===== config.mk =====
export PLATFORM = sky130hd
export DESIGN_NAME = first_fit_block_allocator_top
export DESIGN_NICKNAME = d
export VERILOG_FILES = /design/src/fba_pkg.sv /design/src/fba_ram.sv /design/src/fba_alu.sv /design/src/first_fit_block_allocator_top.sv
export VERILOG_INCLUDE_DIRS = /design/src /design/src/src
export SDC_FILE = /design/constraint.sdc
export NUM_CORES = 1
export LEC_CHECK = 0
export BUFFER_PORTS_ARGS = -buffer_cell sky130_fd_sc_hd__buf_2
export CAP_MARGIN = 15
export CORE_ASPECT_RATIO = 0.6
export CORE_MARGIN = 10
export CORE_UTILIZATION = 43
export CTS_BUF_LIST = sky130_fd_sc_hd__clkbuf_16
export DETAILED_ROUTE_END_ITERATION = 10
export GPL_TIMING_DRIVEN = 1
export MAX_ROUTING_LAYER = met4
export PLACE_DENSITY = 0.65
export SKIP_CTS_REPAIR_TIMING = 1
export SLEW_MARGIN = 5
export SYNTH_ARGS = -nofsm -noshare
export SYNTH_HDL_FRONTEND = slang
export SYNTH_SLANG_ARGS = --single-unit

===== constraint.sdc =====
create_clock -name clk -period 5.2 [get_ports clk]
set_input_delay 1.04 -clock clk [delete_from_list [all_inputs] [get_ports clk]]
set_output_delay 1.04 -clock clk [all_outputs]
set_load 0.01 [all_outputs]

===== src/first_fit_block_allocator_top_assert.svh =====
// Assertion macros for the first-fit allocator.
// Used by first_fit_block_allocator_top; expand to nothing under SYNTHESIS.
`ifndef FIRST_FIT_BLOCK_ALLOCATOR_TOP_ASSERT_SVH
`define FIRST_FIT_BLOCK_ALLOCATOR_TOP_ASSERT_SVH
`ifndef SYNTHESIS
// property that must hold at every clock edge out of reset
`define FBA_ASSERT(label, prop, msg) \
    label: assert property (@(posedge clk) disable iff (!rst_n) (prop)) else $error(msg);
// consequence that must hold in the cycle after the antecedent
`define FBA_ASSERT_NEXT(label, ante, cons, msg) \
    label: assert property (@(posedge clk) disable iff (!rst_n) (ante) |=> (cons)) \
        else $error(msg);
`else
`define FBA_ASSERT(label, prop, msg)
`define FBA_ASSERT_NEXT(label, ante, cons, msg)
`endif
`endif


===== src/fba_pkg.sv =====
// Shared types and codes for the first-fit allocator.
// No dependencies; used by fba_alu and first_fit_block_allocator_top.
`default_nettype none
package fba_pkg;

    localparam int BASE_W = 4;
    localparam int SIZE_W = 5;
    localparam int STAT_W = 3;

    // command codes
    localparam logic CMD_ALLOC = 1'b0;
    localparam logic CMD_FREE  = 1'b1;

    // status codes
    localparam logic [STAT_W-1:0] STAT_OK     = 3'd0;
    localparam logic [STAT_W-1:0] STAT_NOFIT  = 3'd1;
    localparam logic [STAT_W-1:0] STAT_NOBASE = 3'd2;
    localparam logic [STAT_W-1:0] STAT_FULL   = 3'd3;
    localparam logic [STAT_W-1:0] STAT_ZERO   = 3'd4;

    typedef enum logic {
        ALU_ADD,
        ALU_SUB
    } alu_op_t;

    typedef struct packed {
        logic              cmd;
        logic [SIZE_W-1:0] req_size;
        logic [BASE_W-1:0] free_base;
    } req_t;

    typedef struct packed {
        logic [BASE_W-1:0] granted_base;
        logic [STAT_W-1:0] status;
    } rsp_t;

endpackage
`default_nettype wire


===== src/fba_ram.sv =====
// Generic single-write, single-read RAM with registered read data.
// No dependencies.
`default_nettype none
module fba_ram #(
    parameter int WIDTH = 8,
    parameter int DEPTH = 8
) (
    input  wire logic                                   clk,
    input  wire logic                                   we,
    input  wire logic [((DEPTH > 1) ? $clog2(DEPTH) : 1)-1:0] waddr,
    input  wire logic [WIDTH-1:0]                       wdata,
    input  wire logic [((DEPTH > 1) ? $clog2(DEPTH) : 1)-1:0] raddr,
    output logic      [WIDTH-1:0]                       rdata
);

    logic [WIDTH-1:0] mem_reg [DEPTH];
    logic [WIDTH-1:0] rdata_reg;

    // write port and registered read port
    always_ff @(posedge clk)
    begin
        if (we)
        begin
            mem_reg[waddr] <= wdata;
        end
        rdata_reg <= mem_reg[raddr];
    end

    assign rdata = rdata_reg;

endmodule
`default_nettype wire


===== src/fba_alu.sv =====
// Shared add/subtract unit with equality compare for the allocator.
// Depends on fba_pkg (alu_op_t).
`default_nettype none
module fba_alu #(
    parameter int W = 5
) (
    input  wire fba_pkg::alu_op_t op,
    input  wire logic [W-1:0]     a,
    input  wire logic [W-1:0]     b,
    input  wire logic [W-1:0]     c,
    output logic      [W-1:0]     res,
    output logic                  carry,
    output logic                  eq
);

    logic [W:0] sum;

    // subtract is a + ~b + 1; carry out set means a >= b
    always_comb
    begin
        case (op)
            fba_pkg::ALU_ADD: sum = {1'b0, a} + {1'b0, b};
            fba_pkg::ALU_SUB: sum = {1'b0, a} + {1'b0, ~b} + {{W{1'b0}}, 1'b1};
            default:          sum = '0;
        endcase
    end

    assign res   = sum[W-1:0];
    assign carry = sum[W];
    assign eq    = (sum[W-1:0] == c);

endmodule
`default_nettype wire


===== src/first_fit_block_allocator_top.sv =====
// First-fit block allocator: extent and grant tables in RAMs, walked by a sequencer
// around one shared add/subtract/compare unit; one request in flight, ready only in idle.
// Allocate: accept, scan extents (read, then check), check grant slots, commit (subtract,
// then record and trim), move later extents up on removal (read, then write), hand off the word.
// Free: accept, scan grants (read and check each live one, skip empty slots), scan extents,
// update once found (grow or append), hand off. Reset: whole pool free, no grants.
`default_nettype none
`include "first_fit_block_allocator_top_assert.svh"
module first_fit_block_allocator_top #(
    parameter int POOL_WORDS  = 16,
    parameter int FREE_SLOTS  = 8,
    parameter int GRANT_SLOTS = 8
) (
    input  wire logic          clk,
    input  wire logic          rst_n,
    input  wire logic          req_valid,
    output logic               req_ready,
    input  wire fba_pkg::req_t req,
    output logic               rsp_valid,
    input  wire logic          rsp_ready,
    output fba_pkg::rsp_t      rsp
);

    localparam int LW  = $clog2(POOL_WORDS + 1);
    localparam int CW  = (LW > fba_pkg::SIZE_W) ? LW : fba_pkg::SIZE_W;
    localparam int EAW = (FREE_SLOTS > 1) ? $clog2(FREE_SLOTS) : 1;
    localparam int GAW = (GRANT_SLOTS > 1) ? $clog2(GRANT_SLOTS) : 1;
    localparam int ECW = $clog2(FREE_SLOTS + 1);
    localparam int GCW = $clog2(GRANT_SLOTS + 1);
    localparam int IW  = (ECW > GCW) ? ECW : GCW;

    typedef enum logic [3:0] {
        S_IDLE,
        S_A_SCAN_RD,
        S_A_SCAN_CHK,
        S_A_SLOT,
        S_A_SUB,
        S_A_ADD,
        S_A_SHIFT_RD,
        S_A_SHIFT_WR,
        S_F_G_RD,
        S_F_G_CHK,
        S_F_E_RD,
        S_F_E_CHK,
        S_F_GROW,
        S_F_APPEND,
        S_DONE
    } state_t;

    state_t                 state_reg, state_next;
    logic [IW-1:0]          idx_reg, idx_next;
    logic [ECW-1:0]         ext_count_reg, ext_count_next;
    logic                   fresh_reg, fresh_next;
    logic                   rd_fresh_reg, rd_fresh_next;
    fba_pkg::req_t          req_reg, req_next;
    logic [EAW-1:0]         e_reg, e_next;
    logic [GAW-1:0]         g_reg, g_next;
    logic [LW-1:0]          cur_base_reg, cur_base_next;
    logic [LW-1:0]          cur_len_reg, cur_len_next;
    logic [LW-1:0]          glen_reg, glen_next;
    logic [LW-1:0]          rem_reg, rem_next;
    logic [GRANT_SLOTS-1:0] grant_valid_reg, grant_valid_next;
    fba_pkg::rsp_t          result_reg, result_next;
    fba_pkg::rsp_t          rsp_reg, rsp_next;
    logic                   rsp_valid_reg, rsp_valid_next;

    // RAM ports
    logic                ext_we;
    logic [EAW-1:0]      ext_waddr, ext_raddr;
    logic [2*LW-1:0]     ext_wdata, ext_rdata;
    logic                grant_we;
    logic [GAW-1:0]      grant_waddr, grant_raddr;
    logic [2*LW-1:0]     grant_wdata, grant_rdata;

    // shared unit
    fba_pkg::alu_op_t    alu_op;
    logic [CW-1:0]       alu_a, alu_b, alu_c, alu_res;
    logic                alu_carry, alu_eq;

    logic [LW-1:0]       ext_rd_base, ext_rd_len;

    fba_ram #(.WIDTH(2 * LW), .DEPTH(FREE_SLOTS)) u_ext_ram (
        .clk   (clk),
        .we    (ext_we),
        .waddr (ext_waddr),
        .wdata (ext_wdata),
        .raddr (ext_raddr),
        .rdata (ext_rdata)
    );

    fba_ram #(.WIDTH(2 * LW), .DEPTH(GRANT_SLOTS)) u_grant_ram (
        .clk   (clk),
        .we    (grant_we),
        .waddr (grant_waddr),
        .wdata (grant_wdata),
        .raddr (grant_raddr),
        .rdata (grant_rdata)
    );

    fba_alu #(.W(CW)) u_alu (
        .op    (alu_op),
        .a     (alu_a),
        .b     (alu_b),
        .c     (alu_c),
        .res   (alu_res),
        .carry (alu_carry),
        .eq    (alu_eq)
    );

    // entry 0 reads as the whole pool until it is first written
    assign ext_rd_base = rd_fresh_reg ? '0 : ext_rdata[2*LW-1:LW];
    assign ext_rd_len  = rd_fresh_reg ? LW'(POOL_WORDS) : ext_rdata[LW-1:0];

    // sequencer
    always_comb
    begin
        state_next       = state_reg;
        idx_next         = idx_reg;
        ext_count_next   = ext_count_reg;
        req_next         = req_reg;
        e_next           = e_reg;
        g_next           = g_reg;
        cur_base_next    = cur_base_reg;
        cur_len_next     = cur_len_reg;
        glen_next        = glen_reg;
        rem_next         = rem_reg;
        grant_valid_next = grant_valid_reg;
        result_next      = result_reg;
        rsp_next         = rsp_reg;
        rsp_valid_next   = rsp_valid_reg && !rsp_ready;

        ext_we      = 1'b0;
        ext_waddr   = e_reg;
        ext_wdata   = '0;
        ext_raddr   = idx_reg[EAW-1:0];
        grant_we    = 1'b0;
        grant_waddr = g_reg;
        grant_wdata = {cur_base_reg, LW'(req_reg.req_size)};
        grant_raddr = idx_reg[GAW-1:0];

        alu_op = fba_pkg::ALU_ADD;
        alu_a  = '0;
        alu_b  = '0;
        alu_c  = CW'(req_reg.free_base);

        case (state_reg)
            S_IDLE:
            begin
                if (req_valid)
                begin
                    req_next = req;
                    idx_next = '0;
                    result_next.granted_base = '0;
                    if (req.cmd == fba_pkg::CMD_FREE)
                    begin
                        state_next = S_F_G_RD;
                    end
                    else if (req.req_size == '0)
                    begin
                        result_next.status = fba_pkg::STAT_ZERO;
                        state_next         = S_DONE;
                    end
                    else
                    begin
                        state_next = S_A_SCAN_RD;
                    end
                end
            end

            // allocate: find the first extent that is long enough
            S_A_SCAN_RD:
            begin
                if (idx_reg == IW'(ext_count_reg))
                begin
                    result_next.status = fba_pkg::STAT_NOFIT;
                    state_next         = S_DONE;
                end
                else
                begin
                    state_next = S_A_SCAN_CHK;
                end
            end

            S_A_SCAN_CHK:
            begin
                alu_op = fba_pkg::ALU_SUB;
                alu_a  = CW'(ext_rd_len);
                alu_b  = CW'(req_reg.req_size);
                if (alu_carry)
                begin
                    cur_base_next = ext_rd_base;
                    cur_len_next  = ext_rd_len;
                    e_next        = idx_reg[EAW-1:0];
                    idx_next      = '0;
                    state_next    = S_A_SLOT;
                end
                else
                begin
                    idx_next   = idx_reg + IW'(1);
                    state_next = S_A_SCAN_RD;
                end
            end

            // allocate: lowest empty grant slot
            S_A_SLOT:
            begin
                if (idx_reg == IW'(GRANT_SLOTS))
                begin
                    result_next.status = fba_pkg::STAT_FULL;
                    state_next         = S_DONE;
                end
                else if (!grant_valid_reg[idx_reg[GAW-1:0]])
                begin
                    g_next     = idx_reg[GAW-1:0];
                    state_next = S_A_SUB;
                end
                else
                begin
                    idx_next = idx_reg + IW'(1);
                end
            end

            S_A_SUB:
            begin
                alu_op     = fba_pkg::ALU_SUB;
                alu_a      = CW'(cur_len_reg);
                alu_b      = CW'(req_reg.req_size);
                rem_next   = LW'(alu_res);
                state_next = S_A_ADD;
            end

            // allocate: record the grant and trim the extent from the front, removing it once empty
            S_A_ADD:
            begin
                alu_a    = CW'(cur_base_reg);
                alu_b    = CW'(req_reg.req_size);
                grant_we = 1'b1;
                grant_valid_next[g_reg]  = 1'b1;
                result_next.granted_base = fba_pkg::BASE_W'(cur_base_reg);
                result_next.status       = fba_pkg::STAT_OK;
                if (rem_reg == '0)
                begin
                    if ((IW'(e_reg) + IW'(1)) < IW'(ext_count_reg))
                    begin
                        idx_next   = IW'(e_reg);
                        state_next = S_A_SHIFT_RD;
                    end
                    else
                    begin
                        ext_count_next = ext_count_reg - ECW'(1);
                        state_next     = S_DONE;
                    end
                end
                else
                begin
                    ext_we     = 1'b1;
                    ext_wdata  = {LW'(alu_res), rem_reg};
                    state_next = S_DONE;
                end
            end

            // removal: move later extents up one entry
            S_A_SHIFT_RD:
            begin
                ext_raddr  = EAW'(idx_reg + IW'(1));
                state_next = S_A_SHIFT_WR;
            end

            S_A_SHIFT_WR:
            begin
                ext_we    = 1'b1;
                ext_waddr = idx_reg[EAW-1:0];
                ext_wdata = ext_rdata;
                idx_next  = idx_reg + IW'(1);
                if ((idx_reg + IW'(1)) < (IW'(ext_count_reg) - IW'(1)))
                begin
                    state_next = S_A_SHIFT_RD;
                end
                else
                begin
                    ext_count_next = ext_count_reg - ECW'(1);
                    state_next     = S_DONE;
                end
            end

            // free: lowest valid grant with the given base
            S_F_G_RD:
            begin
                if (idx_reg == IW'(GRANT_SLOTS))
                begin
                    result_next.status = fba_pkg::STAT_NOBASE;
                    state_next         = S_DONE;
                end
                else if (grant_valid_reg[idx_reg[GAW-1:0]])
                begin
                    state_next = S_F_G_CHK;
                end
                else
                begin
                    idx_next = idx_reg + IW'(1);
                end
            end

            S_F_G_CHK:
            begin
                alu_a = CW'(grant_rdata[2*LW-1:LW]);
                if (alu_eq)
                begin
                    g_next     = idx_reg[GAW-1:0];
                    glen_next  = grant_rdata[LW-1:0];
                    idx_next   = '0;
                    state_next = S_F_E_RD;
                end
                else
                begin
                    idx_next   = idx_reg + IW'(1);
                    state_next = S_F_G_RD;
                end
            end

            // free: first extent that ends at the base
            S_F_E_RD:
            begin
                if (idx_reg == IW'(ext_count_reg))
                begin
                    state_next = S_F_APPEND;
                end
                else
                begin
                    state_next = S_F_E_CHK;
                end
            end

            S_F_E_CHK:
            begin
                alu_a = CW'(ext_rd_base);
                alu_b = CW'(ext_rd_len);
                if (alu_eq)
                begin
                    cur_base_next = ext_rd_base;
                    cur_len_next  = ext_rd_len;
                    e_next        = idx_reg[EAW-1:0];
                    state_next    = S_F_GROW;
                end
                else
                begin
                    idx_next   = idx_reg + IW'(1);
                    state_next = S_F_E_RD;
                end
            end

            S_F_GROW:
            begin
                alu_a     = CW'(cur_len_reg);
                alu_b     = CW'(glen_reg);
                ext_we    = 1'b1;
                ext_wdata = {cur_base_reg, LW'(alu_res)};
                grant_valid_next[g_reg] = 1'b0;
                result_next.status      = fba_pkg::STAT_OK;
                state_next              = S_DONE;
            end

            S_F_APPEND:
            begin
                if (ext_count_reg == ECW'(FREE_SLOTS))
                begin
                    result_next.status = fba_pkg::STAT_FULL;
                end
                else
                begin
                    ext_we         = 1'b1;
                    ext_waddr      = EAW'(ext_count_reg);
                    ext_wdata      = {LW'(req_reg.free_base), glen_reg};
                    ext_count_next = ext_count_reg + ECW'(1);
                    grant_valid_next[g_reg] = 1'b0;
                    result_next.status      = fba_pkg::STAT_OK;
                end
                state_next = S_DONE;
            end

            // hand the result word to the output register once it is free
            S_DONE:
            begin
                if (!rsp_valid_reg || rsp_ready)
                begin
                    rsp_next       = result_reg;
                    rsp_valid_next = 1'b1;
                    state_next     = S_IDLE;
                end
            end

            default:
            begin
                state_next = S_IDLE;
            end
        endcase

        fresh_next    = fresh_reg && !(ext_we && (ext_waddr == '0));
        rd_fresh_next = fresh_reg && (ext_raddr == '0);
    end

    // state and registered outputs
    always_ff @(posedge clk or negedge rst_n)
    begin
        if (!rst_n)
        begin
            state_reg       <= S_IDLE;
            idx_reg         <= '0;
            ext_count_reg   <= ECW'(1);
            fresh_reg       <= 1'b1;
            rd_fresh_reg    <= 1'b0;
            req_reg         <= '0;
            e_reg           <= '0;
            g_reg           <= '0;
            cur_base_reg    <= '0;
            cur_len_reg     <= '0;
            glen_reg        <= '0;
            rem_reg         <= '0;
            grant_valid_reg <= '0;
            result_reg      <= '0;
            rsp_reg         <= '0;
            rsp_valid_reg   <= 1'b0;
        end
        else
        begin
            state_reg       <= state_next;
            idx_reg         <= idx_next;
            ext_count_reg   <= ext_count_next;
            fresh_reg       <= fresh_next;
            rd_fresh_reg    <= rd_fresh_next;
            req_reg         <= req_next;
            e_reg           <= e_next;
            g_reg           <= g_next;
            cur_base_reg    <= cur_base_next;
            cur_len_reg     <= cur_len_next;
            glen_reg        <= glen_next;
            rem_reg         <= rem_next;
            grant_valid_reg <= grant_valid_next;
            result_reg      <= result_next;
            rsp_reg         <= rsp_next;
            rsp_valid_reg   <= rsp_valid_next;
        end
    end

    assign req_ready = (state_reg == S_IDLE);
    assign rsp_valid = rsp_valid_reg;
    assign rsp       = rsp_reg;

    // checks
    `FBA_ASSERT(a_count_max, ext_count_reg <= ECW'(FREE_SLOTS), "extent count above table size")
    `FBA_ASSERT(a_scan_live, ((state_reg == S_A_SCAN_CHK) || (state_reg == S_F_E_CHK)) |-> (idx_reg < IW'(ext_count_reg)), "extent scan past count")
    `FBA_ASSERT(a_grant_empty, grant_we |-> !grant_valid_reg[g_reg], "grant written over a live slot")
    `FBA_ASSERT_NEXT(a_busy, req_valid && req_ready, !req_ready, "accepted while a request is in flight")

endmodule
`default_nettype wire

==> results.yml, run 1 <==
global_routing:
  grt_use_met2_pct: 19.8
  grt-busiest-layer: "met1"
  grt_pass1_wl_microns: 42200
  antenna_found_initial: 0
  grtUsageTotal_pct: 16.6
  grt_remaining_overflow: 0
  grt_pass1_vias: 6820
  met1_usage_pct: 26.9
  grt_use_met3_pct: 4.35
  grt_max_degree: 73
logic_synthesis:
  synth_fp_nets: 853
  yosysTopAreaCell: "edfxtp_1"
  yosysSeqAreaShare_pct: 62.3
  synth_cell_types: 62
  synth_area_leaders: "edfxtp_1, dfrtp_1, mux4_2"
  ys_async_sr_fraction_pct: 28.6
  ys_warn_count: 0
  ys.flop_type: "edfxtp_1"
  syn-mean-instance-area_sq_um: 13.8
  synth-seq-cells: 252
  synth-edff-count: 160
  postSynthCellCount: 816
  syn_area_sq_um: 11200
  synth_top_area_share_pct: 42.7
floorplan:
  die_y_microns: 145
  start_util_pct: 44.1
  rows: 45
  ios: 23
  dieArea_sq_um: 33200
  die_w_microns: 229
  core-area_sq_um: 25500
critical_path:
  setup.worst_path.start_class: "flip-flop"
  end_kind: "flip-flop"
  worst-setup-path-type: "reg2reg"
  arrival_ns: 5.24
  required_ns: 5.61
  cp_max_fo: 16
timing:
  min_period_over_period_pct: 92.9
  setup_tns_ns: 0
  fin_crit_ns: 4.83
  layout_setup_ws_ns: 0.368
  hold_viol: 0
  rsz0062_at_grt: "false"
  tightest_slew_ns: 1.20
  finalSetupViolCount: 0
  slew_headroom_pct: 19.9
  clock.fmax_mhz: 207
  slew_viol_final: 0
  worst_clock_skew_ns: 0.0197
clock_network:
  clockRootBuffer: "clkbuf_16"
  clk_path_buf_depth: 3
  cts_tree: "built"
  clk_latency_ns: 0.53
  htree_levels: 1
  cts_sinks: 252
  cts_made_buffers: 24
  clk_pin_slew_worst_paths_ns: 0.07
final_layout:
  layout_commonest_cell: "edfxtp_1"
  antennaDiodeCount: 0
  regArea_sq_um: 7010
  drive_above_1_share_pct: 21.9
  n_fill_cell: 2154
  fin_nets: 895
  final_cells: 1228
  multi_input_area_sq_um: 3990
  mostFrequentLayoutCells: "edfxtp_1, nand2_1, dfrtp_1"
  syn2layout_area_growth_pct: 13.5
detailed_routing:
  ant_nets: 0
  firstDrtPassIters: 6
  routed_via_density: 5.71
  via_count: 7006
  wirelength_microns: 27100
  wl_per_cell_microns: 22.1
  drc_errors: 0
  drt_iter0_markers: 908
placed_design:
  place_inst: 1181
  routabilityCongestion: 0.964
  dp_hpwl_microns: 19500
  port_buffers: 22
  dp_slack_ns: 0.481
power:
  seq_power_share_pct: 41.7
  internal-power_uw: 4640
  switching_share_pct: 34.5
  leakage_uw: 0.00486
  ir_drop_v: 0.000287
  p_clk_share_pct: 26.8
  comb_power_share_pct: 31.5
  cellPowerDensity_nw_per_um2: 555
  netSwitchingPower_uw: 2440
worst_hold_path:
  hold_class: "reg2reg"
outcome:
  status: "finished clean"
run:
  drv_cap: 0
routing by layer:
metal	part of all wire, %	routed length [microns]	vias to the layer above
met2	37	10100	316
met3	10	2700	34
met1	51	13900	3489
met4	1.6	429	0
li1	-	-	3167
met5	0	0	-
area by class of cell:
class                   count  share of cell area [%]
clock buffers              24                    4.71
clock inverters            20                    2.09
flip-flops and latches    252                    54.9
well taps                 352                    3.45
inverters                  25                   0.736
multi-input cells         501                    31.3
repair buffers             54                    2.77
power groups by stage:
stage	sequential (uW)	clock (uW)	combinational, uW
final	2950	1900	2230
after global routing	3000	2010	2440
after CTS	2950	1930	2200
after detailed placement	2980	0	2180
after global placement	2980	0	2180
after floorplan	2760	0	1710
worst max-delay path: stages (launching register included):
cell	delay, ns
dfrtp_1	0.55
nor2b_1	0.25
nand2_1	0.22
nand2_1	0.21
a221oi_1	0.65
inv_1	0.18
fa_1	0.46
xnor2_1	0.17
mux2i_2	0.22
xor2_1	0.19
nand3_1	0.16
or4b_4	0.58
and2_1	0.33
nand2_8	0.20
mux2_1	0.33
path summary, 6_finish.rpt:
check | startpoint | endpoint | slack, ns | depth (start not counted)
max in group asynchronous | rst_n | idx_reg[0]$_DFFE_PN0P_ | 3.84 | 1
min in group asynchronous | rst_n | state_reg[0]$_DFFE_PN0P_ | 0.67 | 1
worst min register to register | u_grant_ram.rdata[2]$_DFF_P_ | glen_reg[2]$_DFFE_PN0P_ | 0.46 | 1
worst min-delay path | u_grant_ram.rdata[2]$_DFF_P_ | glen_reg[2]$_DFFE_PN0P_ | 0.46 | 1
worst max-delay path | state_reg[2]$_DFFE_PN0P_ | grant_wdata[4]$_DFFE_PN0P_ | 0.37 | 14
worst max register to register | state_reg[2]$_DFFE_PN0P_ | grant_wdata[4]$_DFFE_PN0P_ | 0.37 | 14
cell usage after synthesis (3+ instances only):
master	number
buf_2	7
nand3_1	18
ha_1	21
xnor2_1	13
mux2i_1	3
mux2_4	9
xor2_1	9
nor2_1	49
mux2_2	29
o21bai_1	3
a211oi_1	4
nor2b_1	5
nor3_1	17
clkbuf_1	22
a222oi_1	8
a21oi_1	20
nand2b_1	19
inv_1	24
o21ai_0	45
a21boi_0	3
and2_1	4
a22o_1	5
a22oi_1	9
o21ai_1	16
edfxtp_1	160
buf_1	6
dfxtp_1	20
dfrtp_1	70
and3_1	9
mux4_2	42
a221oi_1	6
a31oi_1	5
o31ai_1	3
nand2_1	86
a221o_1	5
o22ai_1	5
a21o_1	4
cell families after synthesis:
group	after synthesis	share of synthesized area, %
simple gates	223	9.35
flops	252	62.3
mux	85	13.0
fa+ha+maj	23	2.69
buf+inv	63	2.35
compound gates	148	8.57
xor+xnor	22	1.71
stage by stage:
| step | area, sq um | power, uW | utilization, % | hold slack [ns] |
|---|---|---|---|---|
| floorplan | 11200 | 4470 | - | 0.440 |
| global placement | 11900 | 5170 | 46.5 | 0.444 |
| detailed placement | 11900 | 5170 | 46.5 | 0.449 |
| CTS | 12700 | 7070 | 49.9 | 0.464 |
| global route | 12800 | 7450 | 50.0 | 0.485 |
| finish | 12800 | 7080 | 50.0 | 0.463 |
Note: power is estimated with default switching activity, not from simulation.
==> run 2, diff against run 1 <==
- CELL_PAD_IN_SITES_DETAIL_PLACEMENT: default -> 1
- CELL_PAD_IN_SITES_GLOBAL_PLACEMENT: default -> 2
- PLACE_DENSITY: 0.65 -> 0.83
==> results.yml, run 2 (synthesized netlist as in run 1, its figures left out) <==
outcome:
  status: "finished clean"
final_layout:
  drive_above_1_share_pct: 22.0
  regArea_sq_um: 7010
  layout_commonest_cell: "edfxtp_1"
  fin_nets: 895
  n_fill_cell: 2543
  syn2layout_area_growth_pct: 13.6
  mostFrequentLayoutCells: "edfxtp_1, nand2_1, dfrtp_1"
  multi_input_area_sq_um: 4010
  antennaDiodeCount: 0
power:
  internal-power_uw: 4630
  netSwitchingPower_uw: 2510
  comb_power_share_pct: 31.7
  leakage_uw: 0.00486
  ir_drop_v: 0.000239
  seq_power_share_pct: 41.4
  p_total_uw: 7140
  cellPowerDensity_nw_per_um2: 559
  switching_share_pct: 35.1
  p_clk_share_pct: 26.9
timing:
  slew_viol_final: 0
  finalSetupViolCount: 0
  worst_clock_skew_ns: 0.0173
  clock.fmax_mhz: 204
  rsz0062_at_grt: "false"
  fin_crit_ns: 4.91
  tightest_slew_ns: 1.15
  hold_viol: 0
  slew_headroom_pct: 23.2
  setup_tns_ns: 0
  min_period_over_period_pct: 94.3
detailed_routing:
  drc_errors: 0
  routed_via_density: 5.82
  firstDrtPassIters: 5
  wirelength_microns: 30200
  drt_iter0_markers: 746
  via_count: 7148
  ant_nets: 0
  wl_per_cell_microns: 24.6
clock_network:
  htree_levels: 1
  clk_pin_slew_worst_paths_ns: 0.08
  cts_made_buffers: 24
  cts_sinks: 252
  cts_tree: "built"
  clk_path_buf_depth: 3
  clockRootBuffer: "clkbuf_16"
  clk_latency_ns: 0.55
critical_path:
  worst-setup-path-type: "reg2reg"
  cp_max_fo: 19
  arrival_ns: 5.33
  end_kind: "flip-flop"
  required_ns: 5.62
  setup.worst_path.start_class: "flip-flop"
placed_design:
  dp_hpwl_microns: 21400
  routabilityCongestion: 0.937
  port_buffers: 22
floorplan:
  start_util_pct: 44.1
  dieArea_sq_um: 33200
  rows: 45
  die_y_microns: 145
  ios: 23
  core-area_sq_um: 25500
  die_w_microns: 229
global_routing:
  grt_max_degree: 46
  grt_remaining_overflow: 0
  antenna_found_initial: 0
  grt_pass1_wl_microns: 46900
  grt_pass1_vias: 7439
  grtUsageTotal_pct: 18.6
worst_hold_path:
  hold_class: "in2async"
run:
  drv_cap: 0
-- run 2: changes by cell type in the layout (fill, tap and decap cells not counted), moves of 2 or more --
cell,before,now
clkinv_4,6,2
clkbuf_16,24,26
clkinvlp_4,1,3
dfrtp_1,69,67
dfrtp_2,1,3
inv_6,2,0
nor3_1,15,17
nor3_2,3,1
xnor2_1,12,10
xnor2_2,1,3
-- run 2: final timing paths --
kind	from	to	slack, ns	cells after the start
setup / recovery	state_reg[3]$_DFFE_PN0P_	grant_wdata[4]$_DFFE_PN0P_	0.29	18
hold / removal	rst_n	alu_c[2]$_DFFE_PN0P_	0.43	1
setup reg to reg	state_reg[3]$_DFFE_PN0P_	grant_wdata[4]$_DFFE_PN0P_	0.29	18
hold reg to reg	u_grant_ram.rdata[3]$_DFF_P_	glen_reg[3]$_DFFE_PN0P_	0.47	1
max in group asynchronous	rst_n	state_reg[0]$_DFFE_PN0P_	3.76	2
min in group clk	u_grant_ram.rdata[3]$_DFF_P_	glen_reg[3]$_DFFE_PN0P_	0.47	1
-- run 2: critical path, cell delays in order, from the launching register on --
cell	delay (ns)
dfrtp_1	0.50
buf_4	0.26
nor2_1	0.31
nand2_1	0.25
nor2_1	0.16
a21oi_1	0.05
and3_1	0.22
inv_1	0.06
ha_1	0.19
inv_1	0.08
fa_1	0.48
xnor2_1	0.18
mux2i_2	0.22
xor2_1	0.17
nand3_1	0.17
or4b_4	0.58
and2_1	0.34
nand2_8	0.22
mux2_1	0.34
-- run 2: metal layers --
| layer | up-vias | track usage (%) | share of wire, % |
|---|---|---|---|
| met5 | - | - | 0 |
| met4 | 0 | 3.99 | 1.9 |
| met3 | 42 | 3.95 | 6.9 |
| met2 | 236 | 25.2 | 41 |
| met1 | 3707 | 27.9 | 50 |
| li1 | 3163 | - | - |
-- run 2: layout make-up --
type	count	share of cell area, %
sequential	252	54.9
multi-input combinational	501	31.4
clock buffer	26	5.09
tap	352	3.45
timing repair buffer	54	2.76
clock inverter	18	1.70
inverter	25	0.735
-- run 2: metrics by stage --
stage	worst slack, ns	cell area (sq um)	std cells	util (%)	hold WS, ns
after floorplan	0.866	11200	816	-	0.440
after global placement	0.455	11900	1181	46.5	0.455
after detailed placement	0.337	11900	1181	46.5	0.456
after CTS	0.244	12700	1225	49.9	0.429
after global routing	0.0180	12800	1228	50.1	0.447
final	0.295	12800	1228	50.1	0.434
-- run 2: power by group through the flow --
stage	logic, uW	clock network (uW)	registers (uW)
2_1_floorplan	1710	0	2760
3_3_place_gp	2190	0	2970
3_5_place_dp	2230	0	2980
4_1_cts	2250	1950	2950
5_1_grt	2490	2050	3010
6_report	2270	1920	2960
==> run 3, diff against run 2 <==
- SLEW_MARGIN: 5 -> 20
- clock period: 5.2 -> 6 ns (I/O delays scaled with it)
==> results.yml, run 3 (synthesized netlist as in run 1, its figures left out) <==
timing:
  fin_crit_ns: 5.10
  min_period_over_period_pct: 85.0
  setup_tns_ns: 0
  slew_viol_final: 0
  slew_headroom_pct: 24.0
  rsz0062_at_grt: "false"
  finalSetupViolCount: 0
  clock.fmax_mhz: 196
  worst_clock_skew_ns: 0.0244
  tightest_slew_ns: 1.14
  hold_viol: 0
global_routing:
  grt_remaining_overflow: 0
  grt_pass1_wl_microns: 46300
  grt_pass1_vias: 7368
  antenna_found_initial: 0
  grt_max_degree: 73
  grtUsageTotal_pct: 18.4
final_layout:
  mostFrequentLayoutCells: "edfxtp_1, nand2_1, dfrtp_1"
  layout_commonest_cell: "edfxtp_1"
  syn2layout_area_growth_pct: 11.7
  fin_nets: 888
  antennaDiodeCount: 0
  drive_above_1_share_pct: 20.6
  final_util_pct: 49.3
  n_fill_cell: 2557
power:
  ir_drop_v: 0.000195
  cellPowerDensity_nw_per_um2: 473
  leakage_uw: 0.00477
floorplan:
  die_w_microns: 229
  dieArea_sq_um: 33200
  start_util_pct: 44.1
  core-area_sq_um: 25500
  ios: 23
  rows: 45
  die_y_microns: 145
critical_path:
  worst-setup-path-type: "reg2reg"
  end_kind: "flip-flop"
  reg2reg_from: "state_reg[1]$_DFFE_PN0P_"
  required_ns: 6.36
  cp_max_fo: 25
  arrival_ns: 5.46
  crit_start: "state_reg[1]$_DFFE_PN0P_"
  setup.worst_path.start_class: "flip-flop"
detailed_routing:
  drt_iter0_markers: 816
  routed_via_density: 5.80
  wl_per_cell_microns: 24.6
  wirelength_microns: 30000
  ant_nets: 0
  drc_errors: 0
  firstDrtPassIters: 5
  via_count: 7078
clock_network:
  cts_made_buffers: 24
  clockRootBuffer: "clkbuf_16"
  cts_sinks: 252
  clk_path_buf_depth: 3
  clk_pin_slew_worst_paths_ns: 0.07
  cts_tree: "built"
  clk_latency_ns: 0.54
  htree_levels: 1
placed_design:
  routabilityCongestion: 0.948
  dp_hpwl_microns: 21100
  port_buffers: 22
worst_hold_path:
  hp-start: "u_grant_ram.rdata[1]$_DFF_P_"
  hold_class: "reg2reg"
run:
  drv_cap: 0
outcome:
  status: "finished clean"
run 3: cell count changes in the layout (fill, tap and decap cells not counted), sizes merged:
cell,previous run,this run
buf,54,47
bufinv,4,0
clkbuf,26,25
clkinv,9,6
clkinvlp,3,4
inv,27,34
run 3: final timing paths:
path | to | slack [ns] | cells past startpoint
setup / recovery | e_reg[0]$_DFFE_PN0P_ | 0.90 | 18
hold / removal | glen_reg[1]$_DFFE_PN0P_ | 0.47 | 1
setup reg to reg | e_reg[0]$_DFFE_PN0P_ | 0.90 | 18
hold reg to reg | glen_reg[1]$_DFFE_PN0P_ | 0.47 | 1
max in group asynchronous | idx_reg[0]$_DFFE_PN0P_ | 4.42 | 1
min in group asynchronous | glen_reg[1]$_DFFE_PN0P_ | 0.82 | 1
run 3: report_power, final:
part | switching, uW | internal (uW)
clock network | 661 | 759
registers | 376 | 2200
logic | 1110 | 849
total | 2150 | 3800
run 3: layout make-up:
type | instances | area (sq um) | area share, %
Inverter | 25 | 93.8 | 0.747
Tap cell | 352 | 440 | 3.50
Multi-Input combinational cell | 501 | 3990 | 31.8
Timing Repair Buffer | 47 | 300 | 2.39
Sequential cell | 252 | 7010 | 55.8
Clock inverter | 19 | 105 | 0.836
Clock buffer | 25 | 626 | 4.98
run 3: worst max-delay path, stage by stage (launching register included):
cell and delay [ns]:
dfrtp_1 0.57, clkinv_1 0.37, nor2_1 0.41, nand2_1 0.25, nor2_1 0.15, a21oi_1 0.05
and3_1 0.20, inv_1 0.06, ha_1 0.18, inv_1 0.07, fa_1 0.47, xnor2_1 0.17
mux2i_2 0.22, xor2_1 0.19, nand3_1 0.15, or4b_4 0.58, and2_1 0.52, nand2_1 0.20
o21ai_1 0.10
run 3: metal layers:
metal	share of wire (%)	global-route usage [%]
met1	49	27.6
met2	41	24.6
met3	8.5	5.11
met4	1.3	2.74
met5	0	-
run 3: stage by stage:
stage | hold WS, ns | cells | power (uW) | setup slack, ns | instance area, sq um
2_1_floorplan | 0.440 | 816 | 3880 | 1.67 | 11200
3_3_place_gp | 0.443 | 1177 | 4490 | 1.10 | 11800
5_1_grt | 0.483 | 1221 | 6290 | 0.601 | 12600
3_5_place_dp | 0.453 | 1177 | 4530 | 1.01 | 11800
6_report | 0.470 | 1221 | 5950 | 0.897 | 12600
4_1_cts | 0.474 | 1221 | 5960 | 1.02 | 12600
